### src/rtl/mtm_pkg.sv
`timescale 1ns / 1ps
// ----------------------------------------------------------------------------
// mtm_pkg
// Shared types, codes and tables for the MUS to MIDI track converter.
// ----------------------------------------------------------------------------
package mtm_pkg;

  // Time queue width limits and variable-length quantity layout
  localparam int unsigned TIME_WIDTH_DEF = 28;
  localparam int unsigned VLQ_W          = 28;
  localparam int unsigned VLQ_BITS       = 7;
  localparam int unsigned VLQ_GROUPS     = 4;

  // Burst buffer between parser and serializer
  localparam int unsigned BURST_DEPTH = 8;
  localparam int unsigned BURST_IDX_W = $clog2(BURST_DEPTH);
  localparam int unsigned BURST_CNT_W = BURST_IDX_W + 1;

  // Input operations
  localparam logic OP_BYTE  = 1'b0;
  localparam logic OP_BEGIN = 1'b1;

  // MUS event types (descriptor bits 6:4)
  localparam logic [2:0] EV_RELEASE = 3'd0;
  localparam logic [2:0] EV_PRESS   = 3'd1;
  localparam logic [2:0] EV_PITCH   = 3'd2;
  localparam logic [2:0] EV_SYSTEM  = 3'd3;
  localparam logic [2:0] EV_CONTROL = 3'd4;
  localparam logic [2:0] EV_END     = 3'd6;

  // MIDI status and meta bytes
  localparam logic [7:0] MIDI_NOTE_OFF = 8'h80;
  localparam logic [7:0] MIDI_NOTE_ON  = 8'h90;
  localparam logic [7:0] MIDI_CTRL     = 8'hB0;
  localparam logic [7:0] MIDI_PROG     = 8'hC0;
  localparam logic [7:0] MIDI_BEND     = 8'hE0;
  localparam logic [7:0] MIDI_META     = 8'hFF;
  localparam logic [7:0] MIDI_EOT      = 8'h2F;
  localparam logic [7:0] MIDI_ZERO     = 8'h00;
  localparam logic [7:0] MIDI_DATA_MAX = 8'h7F;

  // Channel mapping
  localparam logic [3:0] MUS_PERC_CH  = 4'd15;
  localparam logic [3:0] MIDI_PERC_CH = 4'd9;
  localparam logic [4:0] PERC_SLOT    = 5'd9;
  localparam logic [4:0] PERC_SKIP    = 5'd10;
  localparam logic [4:0] UNASSIGNED   = 5'h10;
  localparam logic [6:0] VEL_DEFAULT  = 7'd127;

  // Argument ranges
  localparam logic [7:0] SYS_FIRST   = 8'd10;
  localparam logic [7:0] SYS_LAST    = 8'd14;
  localparam logic [7:0] CTRL_NUM_MAX = 8'd15;
  localparam logic [3:0] CTRL_CLAMP  = 4'd15;
  localparam logic [3:0] CTRL_LAST   = 4'd9;
  localparam logic [3:0] CTRL_PROG   = 4'd0;

  typedef enum logic [1:0] {
    ST_TRACK  = 2'd0,
    ST_FINAL  = 2'd1,
    ST_FAILED = 2'd2
  } status_e;

  typedef struct packed {
    logic       operation;
    logic [7:0] data_byte;
    logic       end_of_lump;
  } in_word_t;

  typedef struct packed {
    logic [BURST_DEPTH-1:0][7:0] bytes;
    logic [BURST_CNT_W-1:0]      count;
    status_e                     last_status;
    logic [31:0]                 track_length;
  } burst_t;

  // MUS controller / system event number to MIDI controller number
  function automatic logic [7:0] ctrl_map(input logic [3:0] idx);
    logic [7:0] r;
    case (idx)
      4'd0:    r = 8'h00;
      4'd1:    r = 8'h20;
      4'd2:    r = 8'h01;
      4'd3:    r = 8'h07;
      4'd4:    r = 8'h0A;
      4'd5:    r = 8'h0B;
      4'd6:    r = 8'h5B;
      4'd7:    r = 8'h5D;
      4'd8:    r = 8'h40;
      4'd9:    r = 8'h43;
      4'd10:   r = 8'h78;
      4'd11:   r = 8'h7B;
      4'd12:   r = 8'h7E;
      4'd13:   r = 8'h7F;
      4'd14:   r = 8'h79;
      default: r = 8'h00;
    endcase
    return r;
  endfunction

endpackage

### src/rtl/mtm_stream_if.sv
`timescale 1ns / 1ps
// ----------------------------------------------------------------------------
// mtm_stream_if
// Valid/ready channels for score words in and track words out.
// ----------------------------------------------------------------------------
interface mtm_in_if;
  logic       valid;
  logic       ready;
  logic       operation;
  logic [7:0] data_byte;
  logic       end_of_lump;

  modport source (output valid, output operation, output data_byte,
                  output end_of_lump, input ready);
  modport sink   (input valid, input operation, input data_byte,
                  input end_of_lump, output ready);
endinterface

interface mtm_out_if;
  logic        valid;
  logic        ready;
  logic [7:0]  midi_byte;
  logic [1:0]  status;
  logic [31:0] track_length;
  logic        last_in_run;

  modport source (output valid, output midi_byte, output status,
                  output track_length, output last_in_run, input ready);
  modport sink   (input valid, input midi_byte, input status,
                  input track_length, input last_in_run, output ready);
endinterface

### src/rtl/music_event_to_midi_stream.sv
`timescale 1ns / 1ps
// ----------------------------------------------------------------------------
// music_event_to_midi_stream
// MUS score bytes in, MIDI track bytes out.
// ----------------------------------------------------------------------------
// Feed the score one byte per word, starting at the score start offset, after
// a begin-conversion word (operation = 1) that clears the channel map,
// velocities and queued time. Each byte yields zero to seven track bytes: a
// variable-length delta time (one to four bytes) followed by a two- or
// three-byte MIDI event. A bad event or a score that ends early yields one
// word with status 2; the score-end event yields FF 2F 00 with the last word
// flagged status 1 and carrying the total track length. Later bytes are
// dropped until the next begin word. Timing: a byte is parsed while it sits
// in the input register, and its first track byte is offered in the cycle
// after the parser takes it. Bytes that produce nothing (descriptors, delay
// bytes, the first byte of a two-byte argument) are taken one per cycle, even
// while earlier track bytes are still draining. A byte that produces track
// bytes holds the output until they have drained, since the output port moves
// one byte per cycle while the receiver is ready, and the next byte that
// produces output waits until the last of them is accepted. The sustained
// rate is set by that port.
// ----------------------------------------------------------------------------
module music_event_to_midi_stream #(
  parameter int unsigned TIME_WIDTH = mtm_pkg::TIME_WIDTH_DEF
) (
  input  logic      clk_i,
  input  logic      rst_ni,
  mtm_in_if.sink    in_i,
  mtm_out_if.source out_o
);
  import mtm_pkg::*;

  logic     word_valid;
  in_word_t word;
  logic     word_take;

  logic     burst_valid;
  burst_t   burst;
  logic     burst_ready;

  // Input register: decouples upstream from the parser.
  mtm_in_stage u_in_stage (
    .clk_i   (clk_i),
    .rst_ni  (rst_ni),
    .in_i    (in_i),
    .valid_o (word_valid),
    .word_o  (word),
    .take_i  (word_take)
  );

  // Parser: all per-byte work in one pass, builds a burst of track bytes.
  mtm_parser #(
    .TIME_WIDTH (TIME_WIDTH)
  ) u_parser (
    .clk_i         (clk_i),
    .rst_ni        (rst_ni),
    .word_valid_i  (word_valid),
    .word_i        (word),
    .take_o        (word_take),
    .burst_valid_o (burst_valid),
    .burst_o       (burst),
    .burst_ready_i (burst_ready)
  );

  // Result register: drains a burst one word per cycle while the receiver is ready.
  mtm_serializer u_serializer (
    .clk_i         (clk_i),
    .rst_ni        (rst_ni),
    .burst_valid_i (burst_valid),
    .burst_i       (burst),
    .burst_ready_o (burst_ready),
    .out_o         (out_o)
  );

endmodule

### src/rtl/mtm_in_stage.sv
`timescale 1ns / 1ps
// ----------------------------------------------------------------------------
// mtm_in_stage
// Input register: holds one score word until the parser takes it.
// ----------------------------------------------------------------------------
module mtm_in_stage (
  input  logic             clk_i,
  input  logic             rst_ni,
  mtm_in_if.sink           in_i,
  output logic             valid_o,
  output mtm_pkg::in_word_t word_o,
  input  logic             take_i
);
  import mtm_pkg::*;

  logic     full_q;
  in_word_t word_q;

  assign in_i.ready = !full_q || take_i;
  assign valid_o    = full_q;
  assign word_o     = word_q;

  always_ff @(posedge clk_i or negedge rst_ni) begin
    if (!rst_ni) begin
      full_q <= 1'b0;
    end else if (in_i.valid && in_i.ready) begin
      full_q <= 1'b1;
    end else if (take_i) begin
      full_q <= 1'b0;
    end
  end

  always_ff @(posedge clk_i) begin
    if (in_i.valid && in_i.ready) begin
      word_q.operation   <= in_i.operation;
      word_q.data_byte   <= in_i.data_byte;
      word_q.end_of_lump <= in_i.end_of_lump;
    end
  end

endmodule

### src/rtl/mtm_parser.sv
`timescale 1ns / 1ps
// ----------------------------------------------------------------------------
// mtm_parser
// Score parser: channel map, velocities, delay queue, and burst build.
// ----------------------------------------------------------------------------
module mtm_parser #(
  parameter int unsigned TIME_WIDTH = mtm_pkg::TIME_WIDTH_DEF
) (
  input  logic              clk_i,
  input  logic              rst_ni,
  input  logic              word_valid_i,
  input  mtm_pkg::in_word_t word_i,
  output logic              take_o,
  output logic              burst_valid_o,
  output mtm_pkg::burst_t   burst_o,
  input  logic              burst_ready_i
);
  import mtm_pkg::*;

  typedef enum logic [2:0] {
    PH_DESC  = 3'd0,
    PH_ARG   = 3'd1,
    PH_VEL   = 3'd2,
    PH_CVAL  = 3'd3,
    PH_DELAY = 3'd4
  } phase_e;

  typedef enum logic [1:0] {
    RUN_RUNNING = 2'd0,
    RUN_DONE    = 2'd1,
    RUN_FAILED  = 2'd2
  } run_e;

  phase_e                phase_q, phase_d;
  run_e                  run_q, run_d;
  logic [15:0][4:0]      chan_q, chan_d;
  logic [4:0]            free_q, free_d;
  logic [15:0][6:0]      vel_q, vel_d;
  logic [TIME_WIDTH-1:0] queued_q, queued_d;
  logic [TIME_WIDTH-1:0] acc_q, acc_d;
  logic [7:0]            cur_event_q, cur_event_d;
  logic [6:0]            pend_key_q, pend_key_d;
  logic [3:0]            pend_ctrl_q, pend_ctrl_d;
  logic [31:0]           track_q, track_d;

  logic [7:0] b;
  logic       act;
  logic [2:0] ev;

  // channel map lookup
  logic [3:0] map_idx;
  logic [4:0] map_entry;
  logic [4:0] map_free;
  logic       map_new;
  logic [3:0] map_ch;
  logic [6:0] vel_rd;

  // delay arithmetic
  logic                  acc_sat;
  logic [TIME_WIDTH-1:0] acc_new;
  logic [TIME_WIDTH:0]   q_sum_w;
  logic [TIME_WIDTH-1:0] q_sum;

  // event decode
  logic       fire, three, bad, end_hit, ev_done;
  logic       to_arg, to_vel, to_cval, vel_wr;
  logic [7:0] ev_a, ev_b, ev_c;
  logic       fail, need_burst;

  // delta time
  logic [VLQ_W-1:0]                     t_ext;
  logic [VLQ_GROUPS-1:0][VLQ_BITS-1:0]  grp;
  logic [VLQ_GROUPS-1:0][7:0]           ord;
  logic [BURST_IDX_W-1:0]               nt;
  logic [BURST_CNT_W-1:0]               burst_cnt;

  assign b   = word_i.data_byte;
  assign act = word_valid_i && (word_i.operation == OP_BYTE) && (run_q == RUN_RUNNING);
  assign ev  = (phase_q == PH_DESC) ? b[6:4] : cur_event_q[6:4];

  always_comb begin : chan_map
    map_idx   = (phase_q == PH_DESC) ? b[3:0] : cur_event_q[3:0];
    map_entry = chan_q[map_idx];
    map_free  = (free_q == PERC_SLOT) ? PERC_SKIP : free_q;
    map_new   = 1'b0;
    if (map_idx == MUS_PERC_CH) begin
      map_ch = MIDI_PERC_CH;
    end else if (map_entry[4]) begin
      map_ch  = map_free[3:0];
      map_new = 1'b1;
    end else begin
      map_ch = map_entry[3:0];
    end
    vel_rd = vel_q[map_ch];
  end

  always_comb begin : delay_math
    acc_sat = |acc_q[TIME_WIDTH-1 -: VLQ_BITS];
    acc_new = acc_sat ? '1 : {acc_q[TIME_WIDTH-VLQ_BITS-1:0], b[VLQ_BITS-1:0]};
    q_sum_w = {1'b0, queued_q} + {1'b0, acc_new};
    q_sum   = q_sum_w[TIME_WIDTH] ? '1 : q_sum_w[TIME_WIDTH-1:0];
  end

  always_comb begin : decode
    fire    = 1'b0;
    three   = 1'b1;
    bad     = 1'b0;
    end_hit = 1'b0;
    ev_done = 1'b0;
    to_arg  = 1'b0;
    to_vel  = 1'b0;
    to_cval = 1'b0;
    vel_wr  = 1'b0;
    ev_a    = MIDI_ZERO;
    ev_b    = MIDI_ZERO;
    ev_c    = MIDI_ZERO;
    unique case (phase_q)
      PH_DESC: begin
        if (ev <= EV_CONTROL) begin
          to_arg = 1'b1;
        end else if (ev == EV_END) begin
          fire    = 1'b1;
          end_hit = 1'b1;
          ev_a    = MIDI_META;
          ev_b    = MIDI_EOT;
          ev_c    = MIDI_ZERO;
        end else begin
          bad = 1'b1;
        end
      end
      PH_ARG: begin
        case (ev)
          EV_RELEASE: begin
            fire    = 1'b1;
            ev_done = 1'b1;
            ev_a    = MIDI_NOTE_OFF | {4'h0, map_ch};
            ev_b    = b & MIDI_DATA_MAX;
          end
          EV_PRESS: begin
            if (b[7]) begin
              to_vel = 1'b1;
            end else begin
              fire    = 1'b1;
              ev_done = 1'b1;
              ev_a    = MIDI_NOTE_ON | {4'h0, map_ch};
              ev_b    = b & MIDI_DATA_MAX;
              ev_c    = {1'b0, vel_rd};
            end
          end
          EV_PITCH: begin
            fire    = 1'b1;
            ev_done = 1'b1;
            ev_a    = MIDI_BEND | {4'h0, map_ch};
            ev_b    = {1'b0, b[0], 6'b0};
            ev_c    = {1'b0, b[7:1]};
          end
          EV_SYSTEM: begin
            if (b < SYS_FIRST || b > SYS_LAST) begin
              bad = 1'b1;
            end else begin
              fire    = 1'b1;
              ev_done = 1'b1;
              ev_a    = MIDI_CTRL | {4'h0, map_ch};
              ev_b    = ctrl_map(b[3:0]);
            end
          end
          default: begin
            to_cval = 1'b1;
          end
        endcase
      end
      PH_VEL: begin
        fire    = 1'b1;
        ev_done = 1'b1;
        vel_wr  = 1'b1;
        ev_a    = MIDI_NOTE_ON | {4'h0, map_ch};
        ev_b    = {1'b0, pend_key_q};
        ev_c    = {1'b0, b[6:0]};
      end
      PH_CVAL: begin
        if (pend_ctrl_q == CTRL_PROG) begin
          fire    = 1'b1;
          ev_done = 1'b1;
          three   = 1'b0;
          ev_a    = MIDI_PROG | {4'h0, map_ch};
          ev_b    = b & MIDI_DATA_MAX;
        end else if (pend_ctrl_q <= CTRL_LAST) begin
          fire    = 1'b1;
          ev_done = 1'b1;
          ev_a    = MIDI_CTRL | {4'h0, map_ch};
          ev_b    = ctrl_map(pend_ctrl_q);
          ev_c    = b[7] ? MIDI_DATA_MAX : b;
        end else begin
          bad = 1'b1;
        end
      end
      PH_DELAY: begin
      end
      default: begin
      end
    endcase
  end

  assign fail       = act && (bad || (word_i.end_of_lump && !end_hit));
  assign need_burst = act && (fail || fire);
  assign take_o     = word_valid_i && (!need_burst || burst_ready_i);
  assign burst_valid_o = word_valid_i && need_burst;

  // delta-time groups, most significant first, continuation bit on all but last
  always_comb begin : vlq
    t_ext = VLQ_W'(queued_q);
    for (int j = 0; j < VLQ_GROUPS; j++) begin
      grp[j] = t_ext[j*VLQ_BITS +: VLQ_BITS];
      ord[j] = MIDI_ZERO;
    end
    if (|grp[3]) begin
      nt = BURST_IDX_W'(4);
    end else if (|grp[2]) begin
      nt = BURST_IDX_W'(3);
    end else if (|grp[1]) begin
      nt = BURST_IDX_W'(2);
    end else begin
      nt = BURST_IDX_W'(1);
    end
    case (nt)
      BURST_IDX_W'(1): begin
        ord[0] = {1'b0, grp[0]};
      end
      BURST_IDX_W'(2): begin
        ord[0] = {1'b1, grp[1]};
        ord[1] = {1'b0, grp[0]};
      end
      BURST_IDX_W'(3): begin
        ord[0] = {1'b1, grp[2]};
        ord[1] = {1'b1, grp[1]};
        ord[2] = {1'b0, grp[0]};
      end
      default: begin
        ord[0] = {1'b1, grp[3]};
        ord[1] = {1'b1, grp[2]};
        ord[2] = {1'b1, grp[1]};
        ord[3] = {1'b0, grp[0]};
      end
    endcase
    burst_cnt = {1'b0, nt} + (three ? BURST_CNT_W'(3) : BURST_CNT_W'(2));
  end

  always_comb begin : burst_build
    burst_o.bytes        = '0;
    burst_o.count        = burst_cnt;
    burst_o.last_status  = ST_TRACK;
    burst_o.track_length = '0;
    if (fail) begin
      burst_o.count       = BURST_CNT_W'(1);
      burst_o.last_status = ST_FAILED;
    end else begin
      for (int j = 0; j < VLQ_GROUPS; j++) begin
        if (BURST_IDX_W'(j) < nt) begin
          burst_o.bytes[j] = ord[j];
        end
      end
      burst_o.bytes[nt]                  = ev_a;
      burst_o.bytes[nt + BURST_IDX_W'(1)] = ev_b;
      if (three) begin
        burst_o.bytes[nt + BURST_IDX_W'(2)] = ev_c;
      end
      if (end_hit) begin
        burst_o.last_status  = ST_FINAL;
        burst_o.track_length = track_q + 32'(burst_cnt);
      end
    end
  end

  always_comb begin : next_state
    phase_d     = phase_q;
    run_d       = run_q;
    chan_d      = chan_q;
    free_d      = free_q;
    vel_d       = vel_q;
    queued_d    = queued_q;
    acc_d       = acc_q;
    cur_event_d = cur_event_q;
    pend_key_d  = pend_key_q;
    pend_ctrl_d = pend_ctrl_q;
    track_d     = track_q;
    if (take_o) begin
      if (word_i.operation == OP_BEGIN) begin
        phase_d     = PH_DESC;
        run_d       = RUN_RUNNING;
        chan_d      = {16{UNASSIGNED}};
        free_d      = '0;
        vel_d       = {16{VEL_DEFAULT}};
        queued_d    = '0;
        acc_d       = '0;
        cur_event_d = '0;
        pend_key_d  = '0;
        pend_ctrl_d = '0;
        track_d     = '0;
      end else if (act) begin
        if (fail) begin
          run_d = RUN_FAILED;
        end else begin
          if (phase_q != PH_DELAY && map_new) begin
            chan_d[map_idx] = map_free;
            free_d          = map_free + 5'd1;
          end
          if (phase_q == PH_DESC) begin
            cur_event_d = b;
          end
          if (fire) begin
            queued_d = '0;
            track_d  = track_q + 32'(burst_cnt);
          end
          if (to_arg) begin
            phase_d = PH_ARG;
          end
          if (to_vel) begin
            phase_d    = PH_VEL;
            pend_key_d = b[6:0];
          end
          if (to_cval) begin
            phase_d     = PH_CVAL;
            pend_ctrl_d = (b > CTRL_NUM_MAX) ? CTRL_CLAMP : b[3:0];
          end
          if (vel_wr) begin
            vel_d[map_ch] = b[6:0];
          end
          if (ev_done) begin
            phase_d = cur_event_q[7] ? PH_DELAY : PH_DESC;
            acc_d   = '0;
          end
          if (phase_q == PH_DELAY) begin
            if (b[7]) begin
              acc_d = acc_new;
            end else begin
              queued_d = q_sum;
              acc_d    = '0;
              phase_d  = PH_DESC;
            end
          end
          if (end_hit) begin
            run_d = RUN_DONE;
          end
        end
      end
    end
  end

  always_ff @(posedge clk_i or negedge rst_ni) begin
    if (!rst_ni) begin
      phase_q     <= PH_DESC;
      run_q       <= RUN_RUNNING;
      chan_q      <= {16{UNASSIGNED}};
      free_q      <= '0;
      vel_q       <= {16{VEL_DEFAULT}};
      queued_q    <= '0;
      acc_q       <= '0;
      cur_event_q <= '0;
      pend_key_q  <= '0;
      pend_ctrl_q <= '0;
      track_q     <= '0;
    end else begin
      phase_q     <= phase_d;
      run_q       <= run_d;
      chan_q      <= chan_d;
      free_q      <= free_d;
      vel_q       <= vel_d;
      queued_q    <= queued_d;
      acc_q       <= acc_d;
      cur_event_q <= cur_event_d;
      pend_key_q  <= pend_key_d;
      pend_ctrl_q <= pend_ctrl_d;
      track_q     <= track_d;
    end
  end

endmodule

### src/rtl/mtm_serializer.sv
`timescale 1ns / 1ps
// ----------------------------------------------------------------------------
// mtm_serializer
// Result register: holds one burst and sends it out one word at a time.
// ----------------------------------------------------------------------------
module mtm_serializer (
  input  logic            clk_i,
  input  logic            rst_ni,
  input  logic            burst_valid_i,
  input  mtm_pkg::burst_t burst_i,
  output logic            burst_ready_o,
  mtm_out_if.source       out_o
);
  import mtm_pkg::*;

  logic                   busy_q;
  burst_t                 buf_q;
  logic [BURST_IDX_W-1:0] idx_q;
  logic                   last;

  assign last = ({1'b0, idx_q} + BURST_CNT_W'(1)) == buf_q.count;

  assign out_o.valid        = busy_q;
  assign out_o.midi_byte    = buf_q.bytes[idx_q];
  assign out_o.status       = last ? buf_q.last_status : ST_TRACK;
  assign out_o.track_length = last ? buf_q.track_length : 32'd0;
  assign out_o.last_in_run  = last;

  assign burst_ready_o = !busy_q || (out_o.ready && last);

  always_ff @(posedge clk_i or negedge rst_ni) begin
    if (!rst_ni) begin
      busy_q <= 1'b0;
      idx_q  <= '0;
    end else if (burst_valid_i && burst_ready_o) begin
      busy_q <= 1'b1;
      idx_q  <= '0;
    end else if (busy_q && out_o.ready) begin
      if (last) begin
        busy_q <= 1'b0;
      end else begin
        idx_q <= idx_q + BURST_IDX_W'(1);
      end
    end
  end

  always_ff @(posedge clk_i) begin
    if (burst_valid_i && burst_ready_o) begin
      buf_q <= burst_i;
    end
  end

endmodule

### src/flat_wrapper.sv
// flat-port wrapper written by rule: the top's interface ports become plain ports
module music_event_to_midi_stream_flat import mtm_pkg::*;
#(
  parameter int unsigned TIME_WIDTH = mtm_pkg::TIME_WIDTH_DEF
)
  (clk_i, rst_ni, in_i_valid, in_i_operation, in_i_data_byte, in_i_end_of_lump, in_i_ready, out_o_valid, out_o_midi_byte, out_o_status, out_o_track_length, out_o_last_in_run, out_o_ready);
  mtm_in_if in_i_i ();
  mtm_out_if out_o_i ();
  input  logic clk_i;
  input  logic rst_ni;
  input wire logic [$bits(in_i_i.valid)-1:0] in_i_valid;
  input wire logic [$bits(in_i_i.operation)-1:0] in_i_operation;
  input wire logic [$bits(in_i_i.data_byte)-1:0] in_i_data_byte;
  input wire logic [$bits(in_i_i.end_of_lump)-1:0] in_i_end_of_lump;
  output wire logic [$bits(in_i_i.ready)-1:0] in_i_ready;
  output wire logic [$bits(out_o_i.valid)-1:0] out_o_valid;
  output wire logic [$bits(out_o_i.midi_byte)-1:0] out_o_midi_byte;
  output wire logic [$bits(out_o_i.status)-1:0] out_o_status;
  output wire logic [$bits(out_o_i.track_length)-1:0] out_o_track_length;
  output wire logic [$bits(out_o_i.last_in_run)-1:0] out_o_last_in_run;
  input wire logic [$bits(out_o_i.ready)-1:0] out_o_ready;
  assign in_i_i.valid = in_i_valid;
  assign in_i_i.operation = in_i_operation;
  assign in_i_i.data_byte = in_i_data_byte;
  assign in_i_i.end_of_lump = in_i_end_of_lump;
  assign in_i_ready = in_i_i.ready;
  assign out_o_valid = out_o_i.valid;
  assign out_o_midi_byte = out_o_i.midi_byte;
  assign out_o_status = out_o_i.status;
  assign out_o_track_length = out_o_i.track_length;
  assign out_o_last_in_run = out_o_i.last_in_run;
  assign out_o_i.ready = out_o_ready;
  music_event_to_midi_stream #(.TIME_WIDTH(TIME_WIDTH)) u_core (.clk_i(clk_i), .rst_ni(rst_ni), .in_i(in_i_i), .out_o(out_o_i));
endmodule
### config.mk
export PLATFORM = sky130hd
export DESIGN_NAME = music_event_to_midi_stream_flat
export DESIGN_NICKNAME = d
export VERILOG_FILES = /design/src/rtl/mtm_pkg.sv /design/src/rtl/mtm_stream_if.sv /design/src/rtl/music_event_to_midi_stream.sv /design/src/rtl/mtm_in_stage.sv /design/src/rtl/mtm_parser.sv /design/src/rtl/mtm_serializer.sv /design/src/flat_wrapper.sv
export SDC_FILE = /design/constraint.sdc
export NUM_CORES = 1
export LEC_CHECK = 0
export BUFFER_PORTS_ARGS = -buffer_cell sky130_fd_sc_hd__buf_2
export CORE_ASPECT_RATIO = 1.4
export CORE_UTILIZATION = 65
export CTS_BUF_LIST = sky130_fd_sc_hd__clkbuf_4 sky130_fd_sc_hd__clkbuf_8
export DETAILED_ROUTE_END_ITERATION = 6
export GPL_ROUTABILITY_DRIVEN = 0
export PLACE_DENSITY = 0.79
export SETUP_SLACK_MARGIN = 0.1
export SLEW_MARGIN = 20
export SYNTH_ARGS = -nofsm -noshare
export SYNTH_HDL_FRONTEND = slang
export SYNTH_SLANG_ARGS = --single-unit
### constraint.sdc
create_clock -name clk_i -period 10.3 [get_ports clk_i]
set_clock_uncertainty 0.2 [all_clocks]
set_input_delay 1.03 -clock clk_i [delete_from_list [all_inputs] [get_ports clk_i]]
set_output_delay 1.03 -clock clk_i [all_outputs]
set_load 0.02 [all_outputs]
==> summary.txt, run 1 <==
Timing
  • Final hold vios: 0
  • RSZ-0062 raised after global routing: no
  • Slew Limit Headroom: 21.76%
  • Final Cycle Share: 58.91%
  • Worst Tran Pin Value: 1.167 ns
  • Final setup TNS: 0 ns
  • Fmax: 0.1648 GHz
  • Fin Hold WS: 0.1633 ns
  • Final min period: 6.068 ns
  • Final setup viols: 0
  • Pins Over Slew Limit: 0
  • Slack of the critical path: 4.232 ns

Power
  • Power Total: 7.391 mW
  • PwrDens: 273.8 nW/µm²
  • Leakage power: 11.06 nW
  • Peak supply drop: 0.0001928 V

Clock tree
  • # resized after CTS: 0
  • Hold-fix buffers, CTS: 0
  • H-tree depth: 3
  • Clock transition at path regs: 0.07 ns
  • Clk_lat worst skew: 0.67 ns
  • Clock buffer depth: 3
  • CTS Sinks: 433
  • Root buffer cell: clkbuf_8
  • CTS tree: built
  • Post-CTS Setup Bufs: 0
  • Total CTS buffers: 70

Setup path
  • WS Path Type: reg2reg
  • Reg-to-Reg Start: u_core.u_parser.grp[18]
  • Worst Reg2Reg Path Length in Cells: 20
  • Max incr delay on CP: 0.54 ns
  • Startpoint types: flop
  • Worst Setup End Kind: flop
  • Worst path top cell family by delay: simple AND/OR/NAND/NOR gates
  • Slowest-stage cell, CP: nor3_1
  • Worst r2r dst: u_core.u_serializer.buf_q[30]
  • CP Buf/Inv Count: 3
  • CP required: 10.48 ns
  • Crit-path max FO: 18
  • Crit-path cells: nor4_1, nand2_1, or2_2, nand2_1, inv_1, ha_1, inv_1, ha_1, fa_1, inv_1, a21o_1, a21oi_1, nor2_1, nand3_1, nor3_1, nand3_1, nor2_1, and4_1, xnor2_1, nor2_1
  • WP data arrival: 6.25 ns
  • Worst reg2reg setup slack: 4.23 ns

Synthesis
  • Post-synth EDFFs: 112
  • Post-synthesis async set-or-reset flop share: 72.52%
  • Mapped Cells: 2654
  • Post-synth top cells: o21ai_0, nand2_1, nor2_1
  • Top cell type by total area after synthesis: dfrtp_1
  • Mapped cell area: 25000 µm²
  • Sequential area share after synthesis: 46.09%
  • Main synth FF type: dfrtp_1
  • Synth top area share: 18.62%
  • Avg Cell Area, Syn: 9.418 µm²
  • Most numerous cell in the Yosys netlist: o21ai_0
  • Synth top area cells: dfrtp_1, dfstp_2, edfxtp_1, o21ai_0, nand2_1
  • Netlist cell types: 105
  • Synthesis Warnings: 0
  • Synthesized flop and latch total: 433

Routing
  • Drt pass-1 iters: 6
  • Via count: 21.80k
  • Metal-1 WL: 25.92 mm
  • Post-route ant nets: 0
  • DR WL met3: 6.455 mm
  • DR vias/cell: 6.826
  • Wirelength, routed: 71.46 mm
  • Iter 0 DRT Violations: 2799
  • DRC Markers: 0
  • WL per Instance: 22.38 µm
  • Max layer used: met4
  • Met2 wire length: 34.73 mm

Layout
  • Area Growth Syn to Fin: 7.989%
  • Share of cells above drive strength 1: 17.18%
  • Final core occ: 71.54%
  • Fillers: 2777
  • # nets final: 2724

Place
  • DP Wirelength: 47.87 mm
  • Setup slack after placement: 4.324 ns
  • Buffers added on ports: 58

Global route
  • First-pass GRT wire length: 112.7 mm
  • Grt ovf: 0
  • Initial antenna violation count: 1
  • Total track usage: 36.84%
  • Vias in the first global route: 20.90k
  • Pin count of the biggest net entering global routing: 95

Floorplan
  • DIE HEIGHT: 234.0 µm
  • Die ar.: 39260 µm²
  • Die span in x: 167.7 µm
  • Core area: 37730 µm²
  • Initial core utilization: 66.25%
  • Row count: 84
  • I/O pins: 59

Flow run
  • Max-cap viol count: 0

Worst hold path
  • HP Class: in2async

Run status
  • Status: completed
logic make-up after synthesis:
kind of cell,share of synthesized area [%]
flops,46.09
other cells,0.01500
fa+ha+maj,2.513
compound gates,20.40
mux,7.553
xor+xnor,2.137
simple gates,17.04
buf+inv,4.245
per-stage QoR:
stage | cell area (µm²) | std cells
finish | 26990 | 3193
CTS | 26960 | 3191
floorplan | 25030 | 2663
detailed placement | 25450 | 3061
global route | 26990 | 3193
global placement | 25430 | 3060
area by class of cell:
cell class / instances / area [µm²] / area share (%)
Antenna cell: 1 / 2.502 / 0.009270
Clock buffer: 109 / 1363 / 5.048
Clock inverter: 21 / 151.4 / 0.5609
Inverter: 77 / 289.0 / 1.071
Multi-Input combinational cell: 1987 / 12510 / 46.34
Sequential cell: 433 / 11520 / 42.68
Tap cell: 473 / 591.8 / 2.192
Timing Repair Buffer: 92 / 566.8 / 2.100
cell usage in the layout, fill, tap and decap left out, drive strengths merged, types with 10 or more instances in the layout:
cell / synthesis / final
o21ai: 354 / 354
nand2: 313 / 313
nor2: 253 / 253
dfrtp: 186 / 186
a21oi: 140 / 140
dfstp: 128 / 128
nand3: 120 / 120
edfxtp: 112 / 112
clkbuf: 113 / 109
buf: 53 / 92
mux2i: 87 / 87
inv: 77 / 79
o31ai: 75 / 75
nor3: 66 / 66
and2: 50 / 50
ha: 47 / 47
mux4: 34 / 34
xnor2: 32 / 32
o22ai: 30 / 30
xor2: 29 / 29
a211oi: 29 / 29
and3: 26 / 26
a21o: 23 / 23
mux2: 22 / 22
a22oi: 21 / 21
nand2b: 19 / 19
o211ai: 16 / 16
clkinv: 0 / 16
a221oi: 15 / 15
a22o: 11 / 11
a31oi: 11 / 11
conb: 1 / 10
routing by layer:
metal	vias to the layer above	global-route usage (%)
met5	-	0
met4	0	22.85
met3	347	6.785
met2	1270	61.81
met1	10480	44.21
li1	9702	-
worst reg2reg max path, cell delays in order, from the launching register on:
cell and delay, ns:
dfrtp_1 0.44, nor4_1 0.47, nand2_1 0.46, or2_2 0.47
nand2_1 0.17, inv_1 0.12, ha_1 0.20, inv_1 0.09
ha_1 0.27, fa_1 0.48, inv_1 0.07, a21o_1 0.10
a21oi_1 0.16, nor2_1 0.30, nand3_1 0.19, nor3_1 0.54
nand3_1 0.34, nor2_1 0.26, and4_1 0.28, xnor2_1 0.13
nor2_1 0.06
worst max path at each step:
stage	start	cells past startpoint	end
2_1_floorplan	u_core.u_in_stage.word_o[5]	10	u_core.u_serializer.buf_q[0]
3_3_place_gp	u_core.u_parser.grp[18]	20	u_core.u_serializer.buf_q[30]
3_5_place_dp	u_core.u_parser.grp[18]	20	u_core.u_serializer.buf_q[30]
4_1_cts	u_core.u_parser.grp[18]	20	u_core.u_serializer.buf_q[30]
5_1_grt	u_core.u_parser.grp[9]	20	u_core.u_serializer.buf_q[29]
6_report	u_core.u_parser.grp[18]	20	u_core.u_serializer.buf_q[30]
power breakdown:
part	internal (mW)	total [mW]	switching, mW	leakage [nW]
Combinational	1.13	3.49	2.36	5.28
Clock	0.875	1.59	0.720	0.805
Sequential	2.05	2.31	0.260	4.98
Total	4.05	7.39	3.34	11.1
state kept, by name, indices dropped and copies added, names as in the netlist, 5 cells and up, named ones only:
register / count
u_core.u_in_stage.word_o: 10
u_core.u_parser.acc_q: 28
u_core.u_parser.chan_q: 80
u_core.u_parser.cur_event_q: 8
u_core.u_parser.free_q: 5
u_core.u_parser.grp: 28
u_core.u_parser.pend_key_q: 7
u_core.u_parser.track_q: 32
u_core.u_parser.vel_q: 112
u_core.u_serializer.buf_q: 102
No activity file was read; power rests on OpenSTA's default activity.
==> inputs of run 2 (changes only) <==
- CORE_UTILIZATION: 65 -> 59
- PLACE_DENSITY: 0.79 -> 0.76
- clock period: 10.3 -> 5.3 ns (I/O delays scaled with it)
==> run 2 against run 1 <==
The flow now finishes with violations (design-rule violations). Worst hold slack better by 0.046 ns. Fmax up 22%. Die area up 10%. Routed wire length down 1.2%. Power up 98%. Critical path depth down 8. Register-to-register slack worse by 3.9 ns. Non-clock buffer count up 67. Combinational power up 110%. First-iteration DRC count down 13%. Global-route usage down 3.4 points. Clock-buffer cell count down 3.
==> summary.txt, run 2 (synthesized netlist as in run 1, its figures left out) <==
Run status
  • Status: complete, but fails checks
  • Failing checks: design-rule violations

Floorplan
  • Initial core utilization: 60.22%
  • I/O pins: 59
  • Die ar.: 43210 µm²
  • Row count: 88
  • DIE HEIGHT: 245.5 µm
  • Core area: 41510 µm²
  • Die span in x: 176.0 µm

Routing
  • DRC Markers: 6
  • Post-route ant nets: 0
  • Drt pass-1 iters: 7
  • Via count: 21.70k
  • Wirelength, routed: 70.60 mm
  • Iter 0 DRT Violations: 2435
  • DR vias/cell: 6.529
  • WL per Instance: 21.25 µm

Worst hold path
  • Worst hold endpoint: u_core.u_serializer.idx_q[0]
  • HP Class: in2reg
  • Hold depth: 4
  • Hold path start: out_o_ready

Layout
  • Final non-filler cell total: 3323
  • Top Registers: u_core.u_parser.vel_q (112), u_core.u_serializer.buf_q (102), u_core.u_parser.chan_q (80)
  • Top reg by flops: u_core.u_parser.vel_q
  • Most frequent cells in the layout: o21ai_0, nand2_1, nor2_1, dfrtp_1, a21oi_1
  • Most common cell after layout, fill and taps aside: o21ai_0
  • Max FFs per register: 112
  • Cell area after layout: 27670 µm²
  • Area Growth Syn to Fin: 10.70%
  • Fillers: 3268
  • Share of cells above drive strength 1: 19.12%
  • # nets final: 2790

Power
  • P_sw: 6.520 mW
  • Clock power share: 21.2%
  • Peak supply drop: 0.0002660 V
  • PwrDens: 529.2 nW/µm²
  • Sw Share: 44.52%
  • Int Pwr: 8.124 mW
  • Leakage power: 11.41 nW
  • Share of power burned in registers: 29.8%
  • Combinational group share of total power: 48.9%

Setup path
  • WS Path Type: reg2reg
  • Worst Setup End Kind: flop
  • CP required: 5.57 ns
  • Worst Reg2Reg Path Length in Cells: 12
  • Crit-path max FO: 26
  • Startpoint types: flop
  • Worst reg2reg setup slack: 0.32 ns
  • WP data arrival: 5.25 ns
  • Worst r2r dst: u_core.u_serializer.buf_q[74]
  • Reg-to-Reg Start: u_core.u_parser.phase_q[1]

Global route
  • Total track usage: 33.49%
  • Pin count of the biggest net entering global routing: 114
  • First-pass GRT wire length: 114.1 mm
  • Grt ovf: 0
  • Vias in the first global route: 21.36k
  • Initial antenna violation count: 1

Timing
  • Pins Over Slew Limit: 0
  • Final hold vios: 0
  • Slack of the critical path: 0.3200 ns
  • Slew Limit Headroom: 15.45%
  • Final setup TNS: 0 ns
  • Final min period: 4.980 ns
  • Fmax: 0.2008 GHz
  • Final setup viols: 0
  • Worst Tran Pin Value: 1.261 ns
  • Fin Hold WS: 0.2098 ns
  • RSZ-0062 raised after global routing: no
  • Final Cycle Share: 93.96%

Place
  • Setup slack after placement: 0.07339 ns
  • DP Wirelength: 48.62 mm
  • Placed inst area: 25970 µm²
  • Placed Instances: 3184
  • Buffers added on ports: 58

Clock tree
  • Clk_lat worst skew: 0.65 ns
  • Total CTS buffers: 69
  • Clock buffer depth: 3
  • Root buffer cell: clkbuf_8
  • CTS Sinks: 433
  • Post-CTS Setup Bufs: 0
  • H-tree depth: 3
  • CTS tree: built
  • Clock transition at path regs: 0.07 ns

Flow run
  • Max-cap viol count: 0
run 2: cell count changes in the layout (fill, tap and decap cells not counted), moves of 3 or more:
| cell | before | now |
|---|---|---|
| buf_4 | 31 | 87 |
| dlygate4sd3_1 | 0 | 12 |
| clkbuf_8 | 87 | 80 |
| clkbuf_4 | 22 | 26 |
| nor4_1 | 7 | 3 |
| buf_6 | 3 | 0 |
| nor2_1 | 241 | 238 |
| nor2_2 | 9 | 12 |
| nor4_2 | 1 | 4 |
run 2: worst max-delay path, cell delays in order, from the launching register on:
cell and delay (ns):
dfrtp_1 0.56, or4b_1 0.65, nand2_4 0.33, mux4_2 0.54, mux2i_1 0.19, a32oi_2 0.15
and3_1 0.28, nor2_2 0.52, nand2_1 0.12, a32o_1 0.29, a221oi_1 0.47, a21oi_1 0.26
o21ai_0 0.24
run 2: metal layers:
| metal | global-route usage [%] | vias to the layer above | wire length [µm] |
|---|---|---|---|
| met1 | 41.01 | 10440 | 26260 |
| met4 | 17.85 | 0 | 4043 |
| li1 | - | 9820 | - |
| met5 | 0 | - | 0 |
| met2 | 56.05 | 1123 | 34580 |
| met3 | 6.153 | 313 | 5714 |
run 2: how the worst max path moves through the flow:
stage | from | end | slack, ns | cells after the start
2_1_floorplan | u_core.u_parser.grp[9] | u_core.u_serializer.buf_q[30] | 0.23 | 20
3_3_place_gp | u_core.u_parser.grp[9] | u_core.u_serializer.buf_q[29] | 0.24 | 20
3_5_place_dp | u_core.u_parser.grp[18] | u_core.u_serializer.buf_q[30] | 0.07 | 20
4_1_cts | u_core.u_parser.grp[9] | u_core.u_serializer.buf_q[29] | 0.10 | 20
5_1_grt | u_core.u_parser.grp[9] | u_core.u_serializer.buf_q[29] | 0.11 | 20
6_report | u_core.u_parser.phase_q[1] | u_core.u_serializer.buf_q[74] | 0.32 | 12
run 2: per-stage QoR:
step	util (%)	total power [mW]
3_3_place_gp	62.55	11.18
2_1_floorplan	-	9.323
4_1_cts	66.45	14.48
6_report	66.66	14.64
3_5_place_dp	62.56	11.35
5_1_grt	66.66	15.36
run 2: what timing repair did:
action                     CTS  global route
setup endpoints to repair    2            53
resized for setup            1            17
hold endpoints to repair    79             0
hold buffers                12             0
run 2: final cells by class:
| type | instances | area [µm²] | area share (%) |
|---|---|---|---|
| clock inverters | 20 | 195.2 | 0.7054 |
| flip-flops and latches | 433 | 11520 | 41.64 |
| diodes | 1 | 2.502 | 0.009044 |
| clock buffers | 106 | 1296 | 4.685 |
| multi-input cells | 1987 | 12580 | 45.45 |
| inverters | 77 | 289.0 | 1.045 |
| repair buffers | 159 | 1114 | 4.024 |
| well taps | 540 | 675.6 | 2.442 |
run 2: power groups by stage:
stage | Sequential, mW | Combinational (mW) | Clock [mW]
2_1_floorplan | 4.22 | 5.10 | 0
3_3_place_gp | 4.38 | 6.80 | 0
3_5_place_dp | 4.41 | 6.94 | 0
4_1_cts | 4.35 | 6.98 | 3.15
5_1_grt | 4.41 | 7.66 | 3.29
6_report | 4.37 | 7.16 | 3.11
